### src/rtl/tea_pkg.sv
// ----------------------------------------------------------------------------
// tea_pkg
// Shared types, constants and a helper function of the TEA block cipher.
// ----------------------------------------------------------------------------
`default_nettype none

package tea_pkg;

   localparam int WORD_WIDTH       = 32;
   localparam int ROUND_COUNT      = 32;
   localparam int STAGE_COUNT      = 2 * ROUND_COUNT;
   localparam int CSR_INDEX_WIDTH  = 3;

   localparam logic [WORD_WIDTH-1:0] TEA_DELTA = 32'h9e37_79b9;

   // configuration register indexes
   localparam logic [CSR_INDEX_WIDTH-1:0] CSR_KEY_WORD_0   = 3'd0;
   localparam logic [CSR_INDEX_WIDTH-1:0] CSR_KEY_WORD_1   = 3'd1;
   localparam logic [CSR_INDEX_WIDTH-1:0] CSR_KEY_WORD_2   = 3'd2;
   localparam logic [CSR_INDEX_WIDTH-1:0] CSR_KEY_WORD_3   = 3'd3;
   localparam logic [CSR_INDEX_WIDTH-1:0] CSR_DECRYPT_MODE = 3'd4;

   typedef struct packed {
      logic [WORD_WIDTH-1:0] word_0;
      logic [WORD_WIDTH-1:0] word_1;
      logic [WORD_WIDTH-1:0] word_2;
      logic [WORD_WIDTH-1:0] word_3;
   } tea_key_type;

   typedef struct packed {
      logic                  decrypt;
      logic [WORD_WIDTH-1:0] first_word;
      logic [WORD_WIDTH-1:0] second_word;
   } tea_block_type;

   // delta times count, wrapped to one word
   function automatic logic [WORD_WIDTH-1:0] tea_round_sum(input int count);
      logic [2*WORD_WIDTH-1:0] product;
      product = {{WORD_WIDTH{1'b0}}, TEA_DELTA} * (2*WORD_WIDTH)'(count);
      return product[WORD_WIDTH-1:0];
   endfunction

endpackage

`default_nettype wire

### src/rtl/tea_cell.sv
// ----------------------------------------------------------------------------
// tea_cell
// One half round of TEA: updates one word of the block from the other and
// registers the block for the next cell of the chain.
// ----------------------------------------------------------------------------
`default_nettype none

module tea_cell (
   input  logic                                  clock,
   input  logic                                  reset,
   input  logic                                  enable,
   input  logic                                  in_valid,
   input  tea_pkg::tea_block_type                in_block,
   input  logic [tea_pkg::WORD_WIDTH-1:0]        enc_sum,
   input  logic [tea_pkg::WORD_WIDTH-1:0]        dec_sum,
   input  logic                                  odd_half,
   input  tea_pkg::tea_key_type                  key,
   output logic                                  out_valid,
   output tea_pkg::tea_block_type                out_block
);
   import tea_pkg::*;

   logic                  valid_ff;
   logic                  valid_in;
   tea_block_type         block_ff;
   tea_block_type         block_in;

   logic                  update_first;
   logic [WORD_WIDTH-1:0] mix_word;
   logic [WORD_WIDTH-1:0] target_word;
   logic [WORD_WIDTH-1:0] key_a;
   logic [WORD_WIDTH-1:0] key_b;
   logic [WORD_WIDTH-1:0] round_sum;
   logic [WORD_WIDTH-1:0] mix_value;
   logic [WORD_WIDTH-1:0] new_word;

   // encryption updates the first word on the even half, decryption on the odd
   assign update_first = odd_half ^ ~in_block.decrypt;

   always_comb begin
      mix_word    = update_first ? in_block.second_word : in_block.first_word;
      target_word = update_first ? in_block.first_word  : in_block.second_word;
      key_a       = update_first ? key.word_0 : key.word_2;
      key_b       = update_first ? key.word_1 : key.word_3;
      round_sum   = in_block.decrypt ? dec_sum : enc_sum;
      mix_value   = ((mix_word << 4) + key_a) ^ (mix_word + round_sum)
                  ^ ((mix_word >> 5) + key_b);
      new_word    = in_block.decrypt ? (target_word - mix_value)
                                     : (target_word + mix_value);
      block_in    = in_block;
      if (update_first) begin
         block_in.first_word = new_word;
      end else begin
         block_in.second_word = new_word;
      end
      valid_in = in_valid;
   end

   always_ff @(posedge clock) begin
      if (reset) begin
         valid_ff <= 1'b0;
      end else if (enable) begin
         valid_ff <= valid_in;
      end
   end

   always_ff @(posedge clock) begin
      if (enable) begin
         block_ff <= block_in;
      end
   end

   assign out_valid = valid_ff;
   assign out_block = block_ff;

endmodule

`default_nettype wire

### config.mk
export PLATFORM = sky130hd
export DESIGN_NAME = tea_cell
export DESIGN_NICKNAME = d
export VERILOG_FILES = /design/src/rtl/tea_pkg.sv /design/src/rtl/tea_cell.sv
export SDC_FILE = /design/constraint.sdc
export NUM_CORES = 1
export LEC_CHECK = 0
export BUFFER_PORTS_ARGS = -buffer_cell sky130_fd_sc_hd__buf_4
export CORE_MARGIN = 1.5
export CORE_UTILIZATION = 40
export CTS_BUF_LIST = sky130_fd_sc_hd__clkbuf_8
export DETAILED_ROUTE_END_ITERATION = 8
export GPL_TIMING_DRIVEN = 1
export PLACE_DENSITY = 0.73
export SYNTH_ARGS = -nofsm -noshare
export SYNTH_HDL_FRONTEND = slang
export SYNTH_SLANG_ARGS = --single-unit
### constraint.sdc
create_clock -name clock -period 7.8 [get_ports clock]
set_input_delay 0.39 -clock clock [delete_from_list [all_inputs] [get_ports clock]]
set_output_delay 0.39 -clock clock [all_outputs]
set_load 0.02 [all_outputs]
# After elaboration in Yosys (flattened, before gate mapping)
# Index checks and enable logic that the tools add are counted.
[word_totals]
regBits = 66
inputBits = 262
out_inout_bits = 66
wordCells = 21
[classes]
add_sub_neg = 5
mux = 8
n_bitwise = 4
[ops]
columns = ["op", "n"]
rows = [
  ["$mux 32", 8],
  ["$add 32x32->32", 3],
  ["$xor 32x32->32", 2],
  ["$add 27x32->32", 1],
  ["$sub 32x32->32", 1],
  ["$not 1->1", 1],
  ["$xor 1x1->1", 1],
]

# Depth between registers and ports, before layout
# Gate-level depths: netlist (run 1).
[depth]
word_depth = 9
depth_mapped = 34
mapped_depth_nobuf = 29

# Least setup slack after synthesis (run 1)
# OpenSTA, ideal clock, no wires.
[synth_timing]
path_type = "in2reg"
start = "in in_block[64] (netlist bit)"
end = "reg block_ff (netlist bit out_block[31]) (data pin)"
setup_ns = 0.265
arrival_ns = 7.789
t_required_ns = 7.535
path_slack_ns = -0.254
stages = 33
path_buffers = 5
path_cell_list = "xor2_2 -> buf_4 -> buf_1 -> clkbuf_1 -> clkbuf_1 -> clkbuf_1 -> nand2_1 -> nand2_1 -> ha_1 -> fa_1 -> a211oi_1 -> o211a_1 -> o31ai_1 -> xnor3_1 -> xnor2_1 -> nand3b_1 -> or4b_4 -> nand2b_1 -> nor3_2 -> a21oi_1 -> xor2_1 -> ha_1 -> a21o_1 -> a21o_1 -> a211oi_1 -> o221ai_1 -> o41ai_1 -> o21a_1 -> o21ai_0 -> a21oi_1 -> xnor2_1 -> xor2_1 -> o211ai_1"
[synth_rtl]
columns = ["element", "line_no", "source"]
rows = [
  ["start: declaration", "tea_cell.sv:13", "input tea_pkg::tea_block_type in_block,"],
  ["end signal: assignment", "tea_cell.sv:69", "block_ff <= block_in;"],
  ["end: declaration", "tea_cell.sv:25", "tea_block_type block_ff;"],
]

==> results of run 1 <==
==> state kept, by name, indices dropped and copies added (netlist names) <==
register / cells
out_valid: 1
out_block: 65
==> layout make-up <==
cell class / instances / area (um^2) / area share [%]
inverters: 29 / 108.9 / 0.7025
repair buffers: 375 / 2882 / 18.60
clock buffers: 9 / 123.9 / 0.7994
clock inverters: 6 / 58.81 / 0.3795
flip-flops and latches: 66 / 1972 / 12.73
well taps: 390 / 488.0 / 3.149
multi-input cells: 1462 / 9862 / 63.65
==> per-layer routing <==
| layer | up-vias | track usage (%) | share of wire [%] |
|---|---|---|---|
| met4 | 0 | 7.662 | 2.3 |
| met1 | 6113 | 39.83 | 46 |
| met5 | - | 0 | 0 |
| met3 | 44 | 4.510 | 9.0 |
| li1 | 6454 | - | - |
| met2 | 563 | 41.96 | 43 |
==> cells in the final DEF, fill, tap and decap left out, types with 12 or more instances in the layout <==
| master | n |
|---|---|
| o31ai_1 | 12 |
| ha_1 | 118 |
| a21o_1 | 62 |
| xor2_1 | 51 |
| inv_1 | 29 |
| buf_4 | 369 |
| o21bai_1 | 16 |
| o21a_1 | 18 |
| mux2i_1 | 21 |
| nand2_1 | 406 |
| xnor2_1 | 125 |
| and3_1 | 14 |
| a211oi_1 | 16 |
| nand2b_1 | 21 |
| a21oi_1 | 105 |
| mux2_2 | 33 |
| nor2_1 | 85 |
| nand3_1 | 22 |
| a31oi_1 | 14 |
| nor3_1 | 27 |
| edfxtp_1 | 65 |
| nor2b_1 | 16 |
| xnor3_1 | 15 |
| o21ai_0 | 110 |
==> power by group through the flow <==
stage	registers (mW)	logic [mW]	clock network, mW
after floorplan	0.959	3.15	0
after global placement	0.737	4.75	0
after detailed placement	0.742	4.78	0
after CTS	0.735	4.81	0.278
after global routing	0.747	5.37	0.290
final	0.731	4.92	0.278
==> worst max-delay path by stage <==
| stage | from | endpoint | slack [ns] | cells after the start |
|---|---|---|---|---|
| 6_report | odd_half | out_block[31] | 0.56 | 30 |
| 3_3_place_gp | in_block[64] | out_block[63] | 0.05 | 29 |
| 5_1_grt | odd_half | out_block[31] | 0.02 | 30 |
| 2_1_floorplan | in_block[64] | out_block[31] | 0.003 | 33 |
| 3_5_place_dp | in_block[64] | out_block[31] | -0.16 | 29 |
| 4_1_cts | in_block[64] | out_block[31] | 0.20 | 29 |
==> cells by family (layout without fill, tap and decap cells) <==
logic type	count (synthesis)	count (layout)	synth area share (%)
multiplexers	57	57	5.349
buffers and inverters	91	419	3.009
AO/OA/AOI/OAI	427	427	22.69
adder cells (fa/ha/maj)	121	121	12.57
XOR/XNOR	195	196	16.02
AND/OR/NAND/NOR	661	661	24.12
flip-flops	66	66	16.24
==> through the flow <==
stage / hold WS, ns / TNS, ns / total power, mW
6_report: 0.2108 / 0 / 5.925
5_1_grt: 0.2019 / 0 / 6.411
4_1_cts: 0.2021 / 0 / 5.826
3_5_place_dp: 0.5362 / -0.3146 / 5.525
3_3_place_gp: 0.4821 / 0 / 5.489
2_1_floorplan: 0.4624 / 0 / 4.112
==> timing repair <==
action | CTS | global route
endpoints found under the setup margin | 0 | 4
buffers inserted | 0 | 1
gates resized for setup | 0 | 4
hold buffers | 0 | 0
==> impl_metrics.toml, run 1 <==
[route]
drc = 0
drtIter0Drc = 1204
wl_mm = 44.74
routed_via_density = 5.637
avgRoutedWirePerCell_um = 19.14
num_vias = 13170
first_pass_iters = 6
antenna_left = 0

[cells_and_area]
fin_nets = 2325
n_fill_cell = 2881
fin_area_um2 = 15490
layout-drive-gt1-share_pct = 23.22
fin_util_pct = 52.14
syn_to_final_growth_pct = 27.63
antenna-diode-count = 0
final_cells = 2337

[power]
p_seq_share_pct = 12.3
power.switching_mw = 3.012
clkPwrFrac_pct = 4.7
p_sw_share_pct = 50.84
powerDensity_nw_per_um2 = 382.4
p_int_mw = 2.913
ir_drop_v = 0.0001548
leakagePower_nw = 7.487
p_comb_share_pct = 83.0

[grt]
track_usage_pct = 27.57
antenna_found_initial = 0
grt_pass1_vias = 12200
grt_max_degree = 67
grt_pass1_wl_mm = 66.48
overflow = 0

[timing]
hold_viol = 0
layout_setup_ws_ns = 0.5573
fin_crit_ns = 7.243
finalMaxSlewViolations = 0
setup_viol = 0
rsz0062_at_grt = "no"
period_share_pct = 92.85
worstMarginPinSlew_ns = 0.8418
fmax_mhz = 138.1
relSlewSlack_pct = 43.88
fin_skew_ns = 0

[worst_setup_path]
rr_endpoint = "out_valid"
cp-end-kind = "register"
r2r_start = "out_valid"
cp-start-kind = "input pin"
critical_path_buf_inv_count = 3
slowest_delay_ns = 0.60
crit_top_cell = "a21oi_1"
required_ns = 7.89
cp_max_fo = 36
worst_ep_arrival_time_ns = 7.33
reg2reg_depth = 2
path_delay_family = "compound AO/OA/AOI/OAI gates"
r2r_slack_ns = 7.19
cp_slowest_cell = "or4b_4"
critPathKind = "in2reg"

[synth]
synth_ff_type = "edfxtp_1"
synth.distinct_cells = 81
yosysMostFrequentCell = "nand2_1"
synthArstFlopShare_pct = 0
synthTopCellsByCount = "nand2_1, xnor2_1, ha_1, o21ai_0, a21oi_1"
synth_top_area_share_pct = 16.08
synth_area_leaders = "edfxtp_1, nand2_1, ha_1"
synthCells = 1618
synth_edf_count = 65
synth_nets = 2000
syn_area_um2 = 12140
avgSynthCellArea_um2 = 7.503
ys_seq_elements = 66
yosysTopAreaCell = "edfxtp_1"
yosysSeqAreaShare_pct = 16.24
yosys_warnings = 0

[job]
cap_violations = 0

[die]
num_rows = 63
core_area_um2 = 29720
start_util_pct = 40.85
die_area_um2 = 31410
die_w_um = 177.2
io_pins = 328
die_height_um = 177.2

[hold_path]
min_from = "reset"
hold_depth = 2
min_to = "out_valid"
worstHoldPathType = "in2reg"

[clocking]
htreeDepth = 3
clk_pin_slew_ns = 0.07
cts_tree = "done"
clock_latency_ns = 0.33
clk_path_buf_depth = 2
cts.root.buffer_cell = "clkbuf_8"
numClockSinks = 66
cts_made_buffers = 9

[placement]
pre_cts_ws_ns = -0.1622
gp_congestion = 0.9556
postPlaceCellArea_um2 = 15250
dp_hpwl_mm = 38.31
placedCellCount = 2320
io_buffers = 327

[outcome]
outcome = "finished, final reports clean"
No activity file was read; power rests on OpenSTA's default activity.
==> inputs of run 2 (changes only) <==
REMOVE_ABC_BUFFERS = 1   (was not set)
==> impl_metrics.toml, run 2 (synthesized netlist as in run 1, its figures left out) <==
[outcome]
outcome = "finished, final reports clean"

[placement]
dp_hpwl_mm = 36.46
gp_congestion = 0.9347
placedCellCount = 2328
io_buffers = 327

[timing]
hold_viol = 0
fin_crit_ns = 7.263
hold_slack_ns = 0.1587
final.setup.tns_ns = 0
relSlewSlack_pct = 16.02
rsz0062_at_grt = "no"
fmax_mhz = 137.7
fin_skew_ns = 0
worstMarginPinSlew_ns = 1.228
setup_viol = 0
finalMaxSlewViolations = 0
period_share_pct = 93.12

[worst_setup_path]
crit_path_end = "out_block[31]"
crit_top_cell = "buf_4"
cp-start-kind = "input pin"
r2r_start = "out_valid"
cp_max_fo = 27
rr_endpoint = "out_valid"
r2r_slack_ns = 7.21
worst_ep_arrival_time_ns = 7.41
cp-startpoint = "in_block[64]"
critical_path_buf_inv_count = 4
required_ns = 7.95
reg2reg_depth = 2
cp_slowest_cell = "or4b_4"
slowest_delay_ns = 0.52
crit_cells = 30
critPathKind = "in2reg"
cp-end-kind = "register"
path_delay_family = "compound AO/OA/AOI/OAI gates"

[hold_path]
worstHoldPathType = "in2reg"

[clocking]
cts_tree = "done"
htreeDepth = 3
clock_latency_ns = 0.38
numClockSinks = 66
clk_path_buf_depth = 2
cts_made_buffers = 9
postCtsHoldBufs = 0
cts.root.buffer_cell = "clkbuf_8"
clk_pin_slew_ns = 0.09

[route]
wl_mm = 43.50
first_pass_iters = 5
num_vias = 13050
drc = 0
avgRoutedWirePerCell_um = 18.54
antenna_left = 0
drtIter0Drc = 1098
routed_via_density = 5.561

[grt]
grt_pass1_vias = 12320
antenna_found_initial = 0
track_usage_pct = 27.13
overflow = 0
grt_pass1_wl_mm = 65.84
grt_max_degree = 67

[power]
ir_drop_v = 0.0002098
powerDensity_nw_per_um2 = 387.6
leakagePower_nw = 7.537
power.total_mw = 6.032

[cells_and_area]
fin_nets = 2333
final_common_cell = "nand2_1"
most-common-layout-cells = "nand2_1, buf_4, xnor2_1"
layout-drive-gt1-share_pct = 23.42
final_cells = 2346
largest_reg_flops = 65
syn_to_final_growth_pct = 28.20
antenna-diode-count = 0

[die]
core_area_um2 = 29720
io_pins = 328
start_util_pct = 40.85
die_area_um2 = 31410
num_rows = 63
die_w_um = 177.2
die_height_um = 177.2

[job]
cap_violations = 0
## run 2: power breakdown
part	switching, mW	leakage (nW)	internal, mW
Sequential	0.0502	0.643	0.679
Clock	0.169	0.115	0.187
Combinational	2.79	6.78	2.16
## run 2: how the worst min path moves through the flow
stage	startpoint	end	depth (start not counted)
after floorplan	reset	out_valid	1
after global placement	out_valid	out_valid	2
after detailed placement	out_valid	out_valid	2
after CTS	reset	out_valid	2
after global routing	reset	out_valid	2
final	reset	out_valid	2
## run 2: per-layer routing
layer  up-vias  part of all wire (%)  track usage [%]
li1       6460                     -                -
met1      6072                    44            36.08
met2       463                    47            45.48
met3        50                   7.2            3.930
met4         0                   2.3            7.556
met5         -                     0                0
## run 2: timing repair
| item | in CTS | in global routing |
|---|---|---|
| resized for setup | 0 | 4 |
| setup buffers | 0 | 2 |
| endpoints found under the setup margin | 0 | 4 |
## run 2: layout make-up
class                   count  area, um^2
fillers                  2867       14150
multi-input cells        1461        9837
repair buffers            384        2937
flip-flops and latches     66        1972
well taps                 390       488.0
clock buffers              10       137.6
inverters                  29       108.9
clock inverters             6       83.83
## run 2: per-stage QoR
stage	cell area [um^2]	util [%]	setup slack [ns]
finish	15560	52.37	0.5370
global route	15560	52.37	0.01305
CTS	15520	52.23	0.3861
detailed placement	15300	51.48	-0.01569
global placement	15300	51.48	0.1314
floorplan	11880	-	-2.523
==> inputs of run 3 (changes only) <==
PLACE_DENSITY = not set   (was 0.73)
PLACE_DENSITY_LB_ADDON = 0.25   (was not set)
==> impl_metrics.toml, run 3 (synthesized netlist as in run 1, its figures left out) <==
[power]
p_seq_share_pct = 12.2
clkPwrFrac_pct = 5.4
p_comb_share_pct = 82.5
powerDensity_nw_per_um2 = 385.7
ir_drop_v = 0.0001814
p_sw_share_pct = 50.52
p_int_mw = 2.968
leakagePower_nw = 7.527
power.switching_mw = 3.030

[cells_and_area]
n_fill_cell = 2874
final_cells = 2346
most-common-layout-cells = "nand2_1, buf_4, xnor2_1"
syn_to_final_growth_pct = 28.10
multi_input_area_um2 = 9841
seqCellArea_um2 = 1972
fin_area_um2 = 15550
final_common_cell = "nand2_1"
layout-drive-gt1-share_pct = 23.57
largest_reg_flops = 65
antenna-diode-count = 0
fin_nets = 2333

[timing]
hold_viol = 0
fin_crit_ns = 7.376
relSlewSlack_pct = 24.70
final.setup.tns_ns = 0
fmax_mhz = 135.6
fin_skew_ns = 0
worstMarginPinSlew_ns = 1.101
rsz0062_at_grt = "no"
period_share_pct = 94.57
setup_viol = 0
finalMaxSlewViolations = 0

[die]
die_w_um = 177.2
num_rows = 63
die_area_um2 = 31410
io_pins = 328
die_height_um = 177.2
core_area_um2 = 29720
start_util_pct = 40.85

[grt]
grt_max_degree = 75
overflow = 0
grt_use_met3_pct = 3.351
track_usage_pct = 26.93
grt_pass1_wl_mm = 64.63
antenna_found_initial = 0
busiest_layer = "met2"
grt_pass1_vias = 11880
use_met2_pct = 44.14
use_met1_pct = 37.07

[worst_setup_path]
slowest_delay_ns = 0.53
required_ns = 7.95
cp_slowest_cell = "or4b_4"
crit_top_cell = "ha_1"
path_delay_family = "compound AO/OA/AOI/OAI gates"
worst_ep_arrival_time_ns = 7.53
cp_max_fo = 74
cp-end-kind = "register"
critical_path_buf_inv_count = 3
cp-start-kind = "input pin"
critPathKind = "in2reg"

[job]
cap_violations = 0

[outcome]
outcome = "finished, final reports clean"

[placement]
gp_congestion = 0.9505
dp_hpwl_mm = 36.37
io_buffers = 327
postPlaceCellArea_um2 = 15300
placedCellCount = 2328

[route]
wl_mm = 43.62
avgRoutedWirePerCell_um = 18.59
routed_via_density = 5.503
first_pass_iters = 5
drtIter0Drc = 984
drc = 0
antenna_left = 0
num_vias = 12910

[hold_path]
worstHoldPathType = "in2reg"

[clocking]
cts_tree = "done"
cts_made_buffers = 9
cts.root.buffer_cell = "clkbuf_8"
numClockSinks = 66
htreeDepth = 3
clk_path_buf_depth = 2
clk_pin_slew_ns = 0.09
clock_latency_ns = 0.39
[run 3: area by class of cell]
| type | count | share of cell area, % |
|---|---|---|
| clock inverters | 6 | 0.4183 |
| flip-flops and latches | 66 | 12.68 |
| well taps | 390 | 3.138 |
| clock buffers | 10 | 0.8850 |
| inverters | 29 | 0.6999 |
| multi-input cells | 1461 | 63.27 |
| repair buffers | 384 | 18.91 |
[run 3: routing by layer]
metal	share of wire (%)	routed length [um]
met5	0	0
met4	2.1	902
met2	46	20050
met3	5.6	2463
met1	46	20210
[run 3: repair_timing]
item / in CTS / in global routing
setup endpoints to repair: 0 / 4
setup buffers: 0 / 2
hold endpoints to repair: 0 / 0
resized for setup: 0 / 4
hold buffers: 0 / 0
[run 3: final timing paths]
kind                      from            end  slack [ns]  cells after the start
setup / recovery  in_block[64]  out_block[31]        0.42                     29
hold / removal           reset      out_valid        0.15                      2
setup reg to reg     out_valid      out_valid        7.20                      2
hold reg to reg      out_valid      out_valid        0.54                      2
[run 3: power groups by stage]
stage               logic (mW)  clock network (mW)  registers (mW)
floorplan                 3.15                   0           0.964
global placement          4.82                   0           0.735
detailed placement        4.86                   0           0.738
CTS                       4.88               0.329           0.732
global route              5.39               0.343           0.745
finish                    4.95               0.322           0.730
[run 3: per-stage QoR]
step	worst slack [ns]	power [mW]	util [%]	hold slack (ns)
floorplan	-2.523	4.112	-	0.4624
global placement	0.06542	5.551	51.48	0.4784
detailed placement	-0.1625	5.595	51.48	0.5398
CTS	0.2501	5.943	52.17	0.1363
global route	0.01964	6.478	52.33	0.1434
finish	0.4239	5.998	52.33	0.1526
